[config.mk]
export PLATFORM = sky130hd
export DESIGN_NAME = dcqcn_rate_controller_flat
export DESIGN_NICKNAME = d
export VERILOG_FILES = /design/src/hw/rtl/dcqcn_pkg.sv /design/src/hw/rtl/dcqcn_event_if.sv /design/src/hw/rtl/dcqcn_status_if.sv /design/src/hw/rtl/dcqcn_rate_controller.sv /design/src/flat_wrapper.sv
export SDC_FILE = /design/constraint.sdc
export NUM_CORES = 2
export LEC_CHECK = 0
export ABC_AREA = 1
export BUFFER_PORTS_ARGS = -buffer_cell sky130_fd_sc_hd__buf_2
export CAP_MARGIN = 20
export CORE_UTILIZATION = 51
export DETAILED_ROUTE_END_ITERATION = 6
export MAX_ROUTING_LAYER = met4
export PLACE_DENSITY = 0.7
export SYNTH_ARGS = -nofsm -noshare
export SYNTH_HDL_FRONTEND = slang
export SYNTH_SLANG_ARGS = --single-unit
[constraint.sdc]
create_clock -name clk -period 13 [get_ports clk]
set_input_delay 2.6 -clock clk [delete_from_list [all_inputs] [get_ports clk]]
set_output_delay 2.6 -clock clk [all_outputs]
set_load 0.01 [all_outputs]
[src/hw/rtl/dcqcn_pkg.sv]
`timescale 1ns / 1ps
`default_nettype none
// ----------------------------------------------------------------------------
// DCQCN rate controller package
// Widths, register indexes, reset values and shared helpers of the
// reaction-point rate controller.
// ----------------------------------------------------------------------------
package dcqcn_pkg;

  // Fixed-point format of rates and alpha: ONE stands for 100% or 1.0.
  localparam int RATE_FRAC_BITS = 16;
  localparam int RATE_W         = RATE_FRAC_BITS + 1;
  localparam logic [RATE_W-1:0] RATE_ONE = {1'b1, {RATE_FRAC_BITS{1'b0}}};

  // Field and state widths.
  localparam int MODE_W     = 2;
  localparam int BYTES_W    = 16;
  localparam int BYTE_CNT_W = 24;
  localparam int STAGE_W    = 16;
  localparam int TICK_W     = 16;
  localparam int STAGES_W   = 8;
  localparam int SHIFT_W    = 5;

  // Shared multiplier: covers both a rate and a stage difference.
  localparam int MUL_W = (RATE_W > STAGE_W + 1) ? RATE_W : STAGE_W + 1;
  localparam int SUM_W = 2 * MUL_W + 1;

  // Configuration port.
  localparam int CFG_IDX_W  = 4;
  localparam int CFG_DATA_W = 24;

  // Register indexes.
  localparam logic [CFG_IDX_W-1:0] REG_BYTE_THRESHOLD  = 4'd0;
  localparam logic [CFG_IDX_W-1:0] REG_RECOVERY_STAGES = 4'd1;
  localparam logic [CFG_IDX_W-1:0] REG_ADDITIVE_STEP   = 4'd2;
  localparam logic [CFG_IDX_W-1:0] REG_HYPER_STEP      = 4'd3;
  localparam logic [CFG_IDX_W-1:0] REG_MINIMUM_RATE    = 4'd4;
  localparam logic [CFG_IDX_W-1:0] REG_GAIN_SHIFT      = 4'd5;
  localparam logic [CFG_IDX_W-1:0] REG_ALPHA_PERIOD    = 4'd6;
  localparam logic [CFG_IDX_W-1:0] REG_RATE_PERIOD     = 4'd7;

  // Register reset values.
  localparam logic [BYTE_CNT_W-1:0] BYTE_THRESHOLD_RST  = 24'd153600;
  localparam logic [STAGES_W-1:0]   RECOVERY_STAGES_RST = 8'd5;
  localparam logic [RATE_W-1:0]     ADDITIVE_STEP_RST   = 17'd328;
  localparam logic [RATE_W-1:0]     HYPER_STEP_RST      = 17'd655;
  localparam logic [RATE_W-1:0]     MINIMUM_RATE_RST    = 17'd1;
  localparam logic [SHIFT_W-1:0]    GAIN_SHIFT_RST      = 5'd8;
  localparam logic [TICK_W-1:0]     ALPHA_PERIOD_RST    = 16'd1;
  localparam logic [TICK_W-1:0]     RATE_PERIOD_RST     = 16'd20;

  // Event kinds; the fourth code is unused and leaves the state alone.
  typedef enum logic [MODE_W-1:0] {
    MODE_TICK   = 2'd0,
    MODE_PACKET = 2'd1,
    MODE_CNP    = 2'd2
  } mode_t;

  // Stage counters saturate at their all-ones value.
  function automatic logic [STAGE_W-1:0] sat_inc(input logic [STAGE_W-1:0] v);
    sat_inc = (v == {STAGE_W{1'b1}}) ? v : v + {{(STAGE_W-1){1'b0}}, 1'b1};
  endfunction

endpackage
`default_nettype wire

[src/hw/rtl/dcqcn_event_if.sv]
`timescale 1ns / 1ps
`default_nettype none
// ----------------------------------------------------------------------------
// DCQCN event channel
// Valid/ready channel that carries one tick, sent-packet or CNP event a beat.
// ----------------------------------------------------------------------------
interface dcqcn_event_if;
  import dcqcn_pkg::*;

  logic                 valid;
  logic                 ready;
  logic [MODE_W-1:0]    mode;
  logic [BYTES_W-1:0]   packet_bytes;

  modport source (output valid, output mode, output packet_bytes, input ready);
  modport sink   (input valid, input mode, input packet_bytes, output ready);
endinterface
`default_nettype wire

[src/hw/rtl/dcqcn_status_if.sv]
`timescale 1ns / 1ps
`default_nettype none
// ----------------------------------------------------------------------------
// DCQCN status channel
// Valid/ready channel that carries the rate and alpha after each event.
// ----------------------------------------------------------------------------
interface dcqcn_status_if;
  import dcqcn_pkg::*;

  logic                valid;
  logic                ready;
  logic [RATE_W-1:0]   current_rate;
  logic [RATE_W-1:0]   congestion_alpha;
  logic                rate_changed;

  modport source (output valid, output current_rate, output congestion_alpha,
                  output rate_changed, input ready);
  modport sink   (input valid, input current_rate, input congestion_alpha,
                  input rate_changed, output ready);
endinterface
`default_nettype wire

[src/hw/rtl/dcqcn_rate_controller.sv]
`timescale 1ns / 1ps
`default_nettype none
// ----------------------------------------------------------------------------
// DCQCN rate controller
// Sender-side rate control: alpha estimate, target and current rate.
// ----------------------------------------------------------------------------
// Usage:
//   events : one beat per event (tick, sent packet with its byte count, or
//            congestion notification). Mode 3 leaves the state unchanged.
//   status : exactly one beat per event with the current rate and alpha
//            after that event, and a flag set when the rate was cut or
//            updated.
//   cfg    : plain register write port (cfg_wr_en, cfg_index, cfg_wdata);
//            write only while no event is in flight. Unknown indexes are
//            ignored.
// An accepted event beat reaches its status beat through one input
// register and one result register with a single pass of logic between
// them, where the shared 17x17 multiplier sets the critical path.
// Throughput is one event per cycle while the status receiver does not stall.
// Reset (synchronous, active high) restores the register defaults, full
// rate and alpha one, and empties both stages. When the status receiver
// stalls, one more event is taken into the input register; further events
// wait until the result register drains.
// ----------------------------------------------------------------------------
module dcqcn_rate_controller (
  input  logic                              clk,
  input  logic                              rst,
  input  logic                              cfg_wr_en,
  input  logic [dcqcn_pkg::CFG_IDX_W-1:0]   cfg_index,
  input  logic [dcqcn_pkg::CFG_DATA_W-1:0]  cfg_wdata,
  dcqcn_event_if.sink                       events,
  dcqcn_status_if.source                    status
);
  import dcqcn_pkg::*;

  // Configuration registers.
  logic [BYTE_CNT_W-1:0] byte_threshold;
  logic [STAGES_W-1:0]   recovery_stages;
  logic [RATE_W-1:0]     additive_step;
  logic [RATE_W-1:0]     hyper_step;
  logic [RATE_W-1:0]     minimum_rate;
  logic [SHIFT_W-1:0]    gain_shift;
  logic [TICK_W-1:0]     alpha_period;
  logic [TICK_W-1:0]     rate_period;

  // Controller state.
  logic [RATE_W-1:0]     alpha_value, alpha_value_next;
  logic [RATE_W-1:0]     target_rate, target_rate_next;
  logic [RATE_W-1:0]     rate_now, rate_now_next;
  logic [BYTE_CNT_W-1:0] byte_count, byte_count_next;
  logic [STAGE_W-1:0]    timer_stage_count, timer_stage_count_next;
  logic [STAGE_W-1:0]    byte_stage_count, byte_stage_count_next;
  logic [TICK_W-1:0]     alpha_tick_count, alpha_tick_count_next;
  logic [TICK_W-1:0]     rate_tick_count, rate_tick_count_next;
  logic                  alpha_timer_armed, alpha_timer_armed_next;
  logic                  changed;

  // Input and result registers.
  logic                  in_valid;
  logic [MODE_W-1:0]     mode_q;
  logic [BYTES_W-1:0]    bytes_q;
  logic                  out_valid;
  logic [RATE_W-1:0]     out_rate;
  logic [RATE_W-1:0]     out_alpha;
  logic                  out_changed;
  logic                  advance;

  // Datapath intermediates.
  logic                  is_tick, is_packet, is_cnp;
  logic [RATE_W-1:0]     alpha_decayed, alpha_raised;
  logic [TICK_W:0]       alpha_tick_inc, rate_tick_inc;
  logic                  alpha_fire, rate_fire;
  logic [BYTE_CNT_W:0]   byte_sum;
  logic                  byte_fire;
  logic                  do_update;
  logic [STAGE_W-1:0]    upd_r, upd_b, stage_min;
  logic [STAGE_W-1:0]    stages_ext;
  logic                  r_past, b_past, hyper;
  logic [MUL_W-1:0]      mul_a, mul_b;
  logic [2*MUL_W-1:0]    mul_p;
  logic [2*MUL_W-1:0]    target_inc;
  logic [SUM_W-1:0]      target_sum;
  logic [RATE_W-1:0]     target_capped;
  logic [RATE_W+1:0]     rate_avg;
  logic [RATE_W-1:0]     cut_amount, rate_cut, floor_rate;

  // Handshake: the input register moves on whenever the result register
  // is empty or being drained.
  assign advance      = in_valid && (!out_valid || status.ready);
  assign events.ready = !in_valid || advance;

  // Configuration writes.
  always_ff @(posedge clk) begin
    if (rst) begin
      byte_threshold  <= BYTE_THRESHOLD_RST;
      recovery_stages <= RECOVERY_STAGES_RST;
      additive_step   <= ADDITIVE_STEP_RST;
      hyper_step      <= HYPER_STEP_RST;
      minimum_rate    <= MINIMUM_RATE_RST;
      gain_shift      <= GAIN_SHIFT_RST;
      alpha_period    <= ALPHA_PERIOD_RST;
      rate_period     <= RATE_PERIOD_RST;
    end else if (cfg_wr_en) begin
      unique case (cfg_index)
        REG_BYTE_THRESHOLD:  byte_threshold  <= cfg_wdata[BYTE_CNT_W-1:0];
        REG_RECOVERY_STAGES: recovery_stages <= cfg_wdata[STAGES_W-1:0];
        REG_ADDITIVE_STEP:   additive_step   <= cfg_wdata[RATE_W-1:0];
        REG_HYPER_STEP:      hyper_step      <= cfg_wdata[RATE_W-1:0];
        REG_MINIMUM_RATE:    minimum_rate    <= cfg_wdata[RATE_W-1:0];
        REG_GAIN_SHIFT:      gain_shift      <= cfg_wdata[SHIFT_W-1:0];
        REG_ALPHA_PERIOD:    alpha_period    <= cfg_wdata[TICK_W-1:0];
        REG_RATE_PERIOD:     rate_period     <= cfg_wdata[TICK_W-1:0];
        default: ;
      endcase
    end
  end

  // Input register.
  always_ff @(posedge clk) begin
    if (rst) begin
      in_valid <= 1'b0;
    end else if (events.ready) begin
      in_valid <= events.valid;
    end
  end

  always_ff @(posedge clk) begin
    if (events.valid && events.ready) begin
      mode_q  <= events.mode;
      bytes_q <= events.packet_bytes;
    end
  end

  // Event decode.
  assign is_tick   = (mode_q == MODE_TICK);
  assign is_packet = (mode_q == MODE_PACKET);
  assign is_cnp    = (mode_q == MODE_CNP);

  // Alpha decay and raise share the truncating shift.
  assign alpha_decayed = alpha_value - (alpha_value >> gain_shift);
  assign alpha_raised  = alpha_decayed + (RATE_ONE >> gain_shift);

  // Timers count a tick and expire at their period; zero acts as one.
  assign alpha_tick_inc = {1'b0, alpha_tick_count} + {{TICK_W{1'b0}}, 1'b1};
  assign rate_tick_inc  = {1'b0, rate_tick_count} + {{TICK_W{1'b0}}, 1'b1};
  assign alpha_fire     = alpha_timer_armed && (alpha_tick_inc >= {1'b0, alpha_period});
  assign rate_fire      = rate_tick_inc >= {1'b0, rate_period};

  // Byte counter.
  assign byte_sum  = {1'b0, byte_count} + {{(BYTE_CNT_W+1-BYTES_W){1'b0}}, bytes_q};
  assign byte_fire = byte_sum >= {1'b0, byte_threshold};

  // Stage counts as seen by a rate update in this event.
  assign do_update = (is_tick && rate_fire) || (is_packet && byte_fire);
  assign upd_r     = is_tick ? sat_inc(timer_stage_count) : timer_stage_count;
  assign upd_b     = is_packet ? sat_inc(byte_stage_count) : byte_stage_count;
  assign stage_min = (upd_r < upd_b) ? upd_r : upd_b;
  assign stages_ext = {{(STAGE_W-STAGES_W){1'b0}}, recovery_stages};
  assign r_past    = upd_r > stages_ext;
  assign b_past    = upd_b > stages_ext;
  assign hyper     = r_past && b_past;

  // One multiplier: rate times alpha for a cut, stage span times hyper
  // step for an update.
  always_comb begin
    if (is_cnp) begin
      mul_a = {{(MUL_W-RATE_W){1'b0}}, rate_now};
      mul_b = {{(MUL_W-RATE_W){1'b0}}, alpha_value};
    end else begin
      mul_a = {{(MUL_W-STAGE_W){1'b0}}, stage_min}
            - {{(MUL_W-STAGE_W){1'b0}}, stages_ext}
            + {{(MUL_W-1){1'b0}}, 1'b1};
      mul_b = {{(MUL_W-RATE_W){1'b0}}, hyper_step};
    end
  end
  assign mul_p = mul_a * mul_b;

  // Target increase, cap at ONE, then average current toward target.
  always_comb begin
    if (hyper) begin
      target_inc = mul_p;
    end else if (r_past || b_past) begin
      target_inc = {{(2*MUL_W-RATE_W){1'b0}}, additive_step};
    end else begin
      target_inc = '0;
    end
  end
  assign target_sum    = {{(SUM_W-RATE_W){1'b0}}, target_rate} + {1'b0, target_inc};
  assign target_capped = (target_sum > {{(SUM_W-RATE_W){1'b0}}, RATE_ONE})
                       ? RATE_ONE : target_sum[RATE_W-1:0];
  assign rate_avg      = {2'b00, target_capped} + {2'b00, rate_now}
                       + {{(RATE_W+1){1'b0}}, 1'b1};

  // Multiplicative cut by alpha/2 with a floor.
  assign cut_amount = mul_p[RATE_W +: RATE_W];
  assign rate_cut   = rate_now - cut_amount;
  assign floor_rate = (minimum_rate > RATE_ONE) ? RATE_ONE : minimum_rate;

  // Next state of the controller.
  always_comb begin
    alpha_value_next       = alpha_value;
    target_rate_next       = target_rate;
    rate_now_next          = rate_now;
    byte_count_next        = byte_count;
    timer_stage_count_next = timer_stage_count;
    byte_stage_count_next  = byte_stage_count;
    alpha_tick_count_next  = alpha_tick_count;
    rate_tick_count_next   = rate_tick_count;
    alpha_timer_armed_next = alpha_timer_armed;
    changed                = 1'b0;

    if (is_tick) begin
      if (alpha_timer_armed) begin
        alpha_tick_count_next = alpha_fire ? '0 : alpha_tick_inc[TICK_W-1:0];
        if (alpha_fire) begin
          alpha_value_next = alpha_decayed;
        end
      end
      rate_tick_count_next = rate_fire ? '0 : rate_tick_inc[TICK_W-1:0];
      if (rate_fire) begin
        timer_stage_count_next = upd_r;
      end
    end else if (is_packet) begin
      byte_count_next = byte_fire ? '0 : byte_sum[BYTE_CNT_W-1:0];
      if (byte_fire) begin
        byte_stage_count_next = upd_b;
      end
    end else if (is_cnp) begin
      target_rate_next       = rate_now;
      rate_now_next          = (rate_cut < floor_rate) ? floor_rate : rate_cut;
      alpha_value_next       = alpha_raised;
      alpha_timer_armed_next = 1'b1;
      alpha_tick_count_next  = '0;
      rate_tick_count_next   = '0;
      byte_count_next        = '0;
      timer_stage_count_next = '0;
      byte_stage_count_next  = '0;
      changed                = 1'b1;
    end

    // Shared rate update for timer and byte stages.
    if (do_update) begin
      target_rate_next = target_capped;
      rate_now_next    = rate_avg[RATE_W:1];
      changed          = 1'b1;
    end
  end

  // State registers advance once per event.
  always_ff @(posedge clk) begin
    if (rst) begin
      alpha_value       <= RATE_ONE;
      target_rate       <= RATE_ONE;
      rate_now          <= RATE_ONE;
      byte_count        <= '0;
      timer_stage_count <= '0;
      byte_stage_count  <= '0;
      alpha_tick_count  <= '0;
      rate_tick_count   <= '0;
      alpha_timer_armed <= 1'b0;
    end else if (advance) begin
      alpha_value       <= alpha_value_next;
      target_rate       <= target_rate_next;
      rate_now          <= rate_now_next;
      byte_count        <= byte_count_next;
      timer_stage_count <= timer_stage_count_next;
      byte_stage_count  <= byte_stage_count_next;
      alpha_tick_count  <= alpha_tick_count_next;
      rate_tick_count   <= rate_tick_count_next;
      alpha_timer_armed <= alpha_timer_armed_next;
    end
  end

  // Result register.
  always_ff @(posedge clk) begin
    if (rst) begin
      out_valid <= 1'b0;
    end else if (advance) begin
      out_valid <= 1'b1;
    end else if (status.ready) begin
      out_valid <= 1'b0;
    end
  end

  always_ff @(posedge clk) begin
    if (advance) begin
      out_rate    <= rate_now_next;
      out_alpha   <= alpha_value_next;
      out_changed <= changed;
    end
  end

  assign status.valid            = out_valid;
  assign status.current_rate     = out_rate;
  assign status.congestion_alpha = out_alpha;
  assign status.rate_changed     = out_changed;

endmodule
`default_nettype wire

[src/flat_wrapper.sv]
// flat-port wrapper written by rule: the top's interface ports become plain ports
module dcqcn_rate_controller_flat import dcqcn_pkg::*;
  (clk, rst, cfg_wr_en, cfg_index, cfg_wdata, events_valid, events_mode, events_packet_bytes, events_ready, status_valid, status_current_rate, status_congestion_alpha, status_rate_changed, status_ready);
  dcqcn_event_if events_i ();
  dcqcn_status_if status_i ();
  input  logic clk;
  input  logic rst;
  input  logic cfg_wr_en;
  input  logic [dcqcn_pkg::CFG_IDX_W-1:0] cfg_index;
  input  logic [dcqcn_pkg::CFG_DATA_W-1:0] cfg_wdata;
  input wire logic [$bits(events_i.valid)-1:0] events_valid;
  input wire logic [$bits(events_i.mode)-1:0] events_mode;
  input wire logic [$bits(events_i.packet_bytes)-1:0] events_packet_bytes;
  output wire logic [$bits(events_i.ready)-1:0] events_ready;
  output wire logic [$bits(status_i.valid)-1:0] status_valid;
  output wire logic [$bits(status_i.current_rate)-1:0] status_current_rate;
  output wire logic [$bits(status_i.congestion_alpha)-1:0] status_congestion_alpha;
  output wire logic [$bits(status_i.rate_changed)-1:0] status_rate_changed;
  input wire logic [$bits(status_i.ready)-1:0] status_ready;
  assign events_i.valid = events_valid;
  assign events_i.mode = events_mode;
  assign events_i.packet_bytes = events_packet_bytes;
  assign events_ready = events_i.ready;
  assign status_valid = status_i.valid;
  assign status_current_rate = status_i.current_rate;
  assign status_congestion_alpha = status_i.congestion_alpha;
  assign status_rate_changed = status_i.rate_changed;
  assign status_i.ready = status_ready;
  dcqcn_rate_controller u_core (.clk(clk), .rst(rst), .cfg_wr_en(cfg_wr_en), .cfg_index(cfg_index), .cfg_wdata(cfg_wdata), .events(events_i), .status(status_i));
endmodule
==> key figures <==
Yosys
  – Fraction of the yosys area taken by sequential cells: 0.2055
  – Share of the synthesized area in compound gates (AO/OA/AOI/OAI): 0.1559
  – Cell area after synthesis: 33280 sq um
  – Multiplexer fraction of the synthesized cell area: 0.001203
  – Primary FF master, synth: dfxtp_1
  – Number of warnings reported in the yosys synthesis log: 0
  – Largest family of logic cells by synthesized area: adder cells
  – Top cell type by total area after synthesis: dfxtp_1
  – Mapped Avg Cell Area: 7.090 sq um
  – Number of enable flip-flop cells after synthesis: 53
  – XOR/XNOR Fraction of Synth Area: 0.03918
  – Simple-gate share of the synthesized area: 0.2244
  – Number of instances in the synthesized netlist: 4693
  – Ys async rst share: 0
  – Unique cell type count in the Yosys netlist: 61
  – Area share of fa/ha/maj cells after synthesis: 0.2664
  – Area fraction of the dominant cell type after synthesis: 0.1576
  – Synth top cells by count: 916 x nand2_1, 773 x inv_1, 457 x nor2_1
  – Ranking of synthesized cells by area: dfxtp_1 16%, fa_1 14%, ha_1 13%
  – Synthesis-stage register bit count: 315
  – Net Count, Synth: 5314
  – Dominant cell by count in the synthesized netlist: nand2_1

Timing
  – Period utilisation layout: 1.073
  – Final setup viols: 34
  – Hold violation count in the final report: 0
  – Achievable frequency: 71.69 MHz
  – Worst clock skew on the final layout: 58.87 ps
  – Max-slew violation count: 0
  – Least setup slack across all paths after layout: -949.7 ps
  – Worst slew slack as a fraction of its limit: 0.2433
  – Minimum clock period: 13950 ps
  – Measured slew at the worst slew-check pin: 1135 ps
  – Setup repair after global routing missed its margin: yes

Status
  – Run status: finished, violations left
  – Violated checks: negative setup slack

Critical path
  – Reg-to-reg setup timing slack: -950 ps
  – Levels on crit path: 115
  – Worst path slowest cell: fa_1
  – Data required, critical path: 13490 ps
  – Combined buffer and inverter count along the critical path: 52
  – Peak fanout along the critical path: 18
  – Kind of cell adding the most delay to the critical path: buffers and inverters
  – Startpoint type of the worst setup path: flop
  – CP endpoint: u_core.rate_now[15]
  – Arrival time of the worst setup path: 14440 ps
  – Worst R2R End: u_core.rate_now[15]
  – Delay of the slowest cell on the worst path: 400 ps
  – Reg2Reg Launch Point: u_core.timer_stage_count[0]
  – Critical Setup Path Class: flop to flop
  – Crit path top cell by count: buf_4
  – Endpoint kind of the worst setup timing path: flop
  – Number of cells on the worst reg-to-reg path: 115
  – First element of the critical path: u_core.timer_stage_count[0]

CTS
  – Post-CTS clock slew at the launch and capture registers of the worst setup and hold paths: 60 ps
  – Number of clock sinks: 315
  – Skew-Pair Late Insertion Delay: 600 ps
  – H-Tree Level Count: 2
  – Maximum clock insertion buffer count: 3
  – Buffer cell driving the clock tree root: clkbuf_16
  – Clock tree from TritonCTS: done
  – Num CTS Buffers: 38

GRT
  – Largest net degree at the start of global routing: 121
  – Via count of the first global-routing pass: 32.84k
  – All-Layer GR Usage: 0.3475
  – Leftover overflow at the end of global routing: 0
  – Antenna violations before repair: 1
  – First-pass GRT wire length: 177400 um

Detailed routing
  – Count of routing violations after the opening detailed-route iteration: 3039
  – Wire length after detailed routing: 113900 um
  – Detail Route Antenna Nets: 0
  – Via density per instance: 5.520
  – DRC violation count after routing: 0
  – Via count: 34.36k
  – Routed length per instance: 18.29 um
  – Length of the first detailed-routing pass in iterations: 6

Die
  – Width of the chip: 257.4 um
  – Floorplan die height: 257.4 um
  – Area of the core: 64460 sq um
  – Total number of placement rows: 93
  – Starting density of the core: 0.5162
  – Overall die area: 66270 sq um
  – Number of top-level pins: 88

Place
  – Post-Place Cells: 6005
  – Routability Congestion: 1.019
  – Setup slack after placement: -1095 ps
  – Final HPWL DP: 85780 um
  – Placed cell areas: 38510 sq um
  – Buffers on Ports: 87

Layout
  – Layout cells sized above 1: 0.2276
  – Finished Cell Area: 42280 sq um
  – Area growth, synth to finish: 27.07%
  – Nets@finish: 5963
  – Post-route non-filler standard cell count: 6225
  – Diode count: 0

Run
  – Max-cap violations: 0

Hold path
  – Hold Path Class: flop to flop
## worst min path at each step
stage / startpoint / depth (start not counted) / slack, ps / to
floorplan: u_core.additive_step[3] / 2 / 420 / u_core.additive_step[3]
global placement: u_core.additive_step[3] / 2 / 440 / u_core.additive_step[3]
detailed placement: u_core.additive_step[3] / 2 / 440 / u_core.additive_step[3]
CTS: u_core.additive_step[3] / 2 / 450 / u_core.additive_step[3]
global route: u_core.byte_threshold[2] / 2 / 480 / u_core.byte_threshold[2]
finish: u_core.additive_step[3] / 2 / 460 / u_core.additive_step[3]
## worst register-to-register path, delay by kind of cell (launching register included)
family / cells / cell delay, ps
flip-flops: 1 / 330
buffers and inverters: 52 / 6090
adder cells (fa/ha/maj): 5 / 1230
AO/OA/AOI/OAI: 12 / 1420
XOR/XNOR: 1 / 180
AND/OR/NAND/NOR: 45 / 4580
## state kept, by name, summed over array words and instances (netlist names), 17 cells and up
signal and count:
u_core.additive_step 17, u_core.status.current_rate 17, u_core.minimum_rate 17, u_core.hyper_step 17, u_core.target_rate 17, u_core.byte_threshold 24, u_core.rate_now 17, u_core.status.congestion_alpha 17
u_core.alpha_value 17, u_core.byte_count 24
## cell families after synthesis
group,Yosys count
and+or+nand+nor,1747
AOI/OAI and AO/OA,960
buffers and inverters,949
adders and majority gates,570
DFF,315
xor gates and xnor gates,148
muxes,4
## area by class of cell
type                       instances  area (sq um)
multi-input combinational       3430         24450
timing repair buffer             756          5582
tap                              855          1070
clock inverter                    18         220.2
sequential                       315          6842
fill                            5579         22180
clock buffer                      50          1076
timing repair inverter             2         16.27
inverter                         799          3027
## timing repair
action,in CTS,in global routing
cloned,3,1
pin swaps,149,132
resized for setup,188,160
setup buffers,114,37
hold buffers,0,0
endpoints found under the setup margin,34,34
## stage by stage
step	util	TNS [ps]	hold WS (ps)
floorplan	-	-10.81	423.6
global placement	0.5974	-29970	435.9
detailed placement	0.5974	-33470	438.9
CTS	0.6423	-14280	453.1
global route	0.6559	-50940	477.9
finish	0.6559	-25600	456.6
## cell usage in the layout, fill, tap and decap left out, types with 55 or more instances in the layout
cell type	Yosys	routed
a21oi_1	456	417
buf_2	9	86
buf_4	0	649
dfxtp_1	262	258
fa_1	231	220
ha_1	339	310
inv_1	773	736
nand2_1	916	855
nand2_2	11	55
nand3_1	187	173
nor2_1	457	411
o21ai_0	345	298
xor2_1	102	91
## routing by layer
metal	part of all wire	routed length, um	vias to the layer above	global-route usage
li1	-	-	16440	-
met1	0.43	48910	16130	0.4686
met2	0.45	50780	1500	0.5359
met3	0.085	9669	300	0.04551
met4	0.040	4521	0	0.1193
met5	0	0	-	-
Power is left out: the tool's default activity adds up to more than one toggle a clock period on the data nets, which glitch-free logic cannot reach.
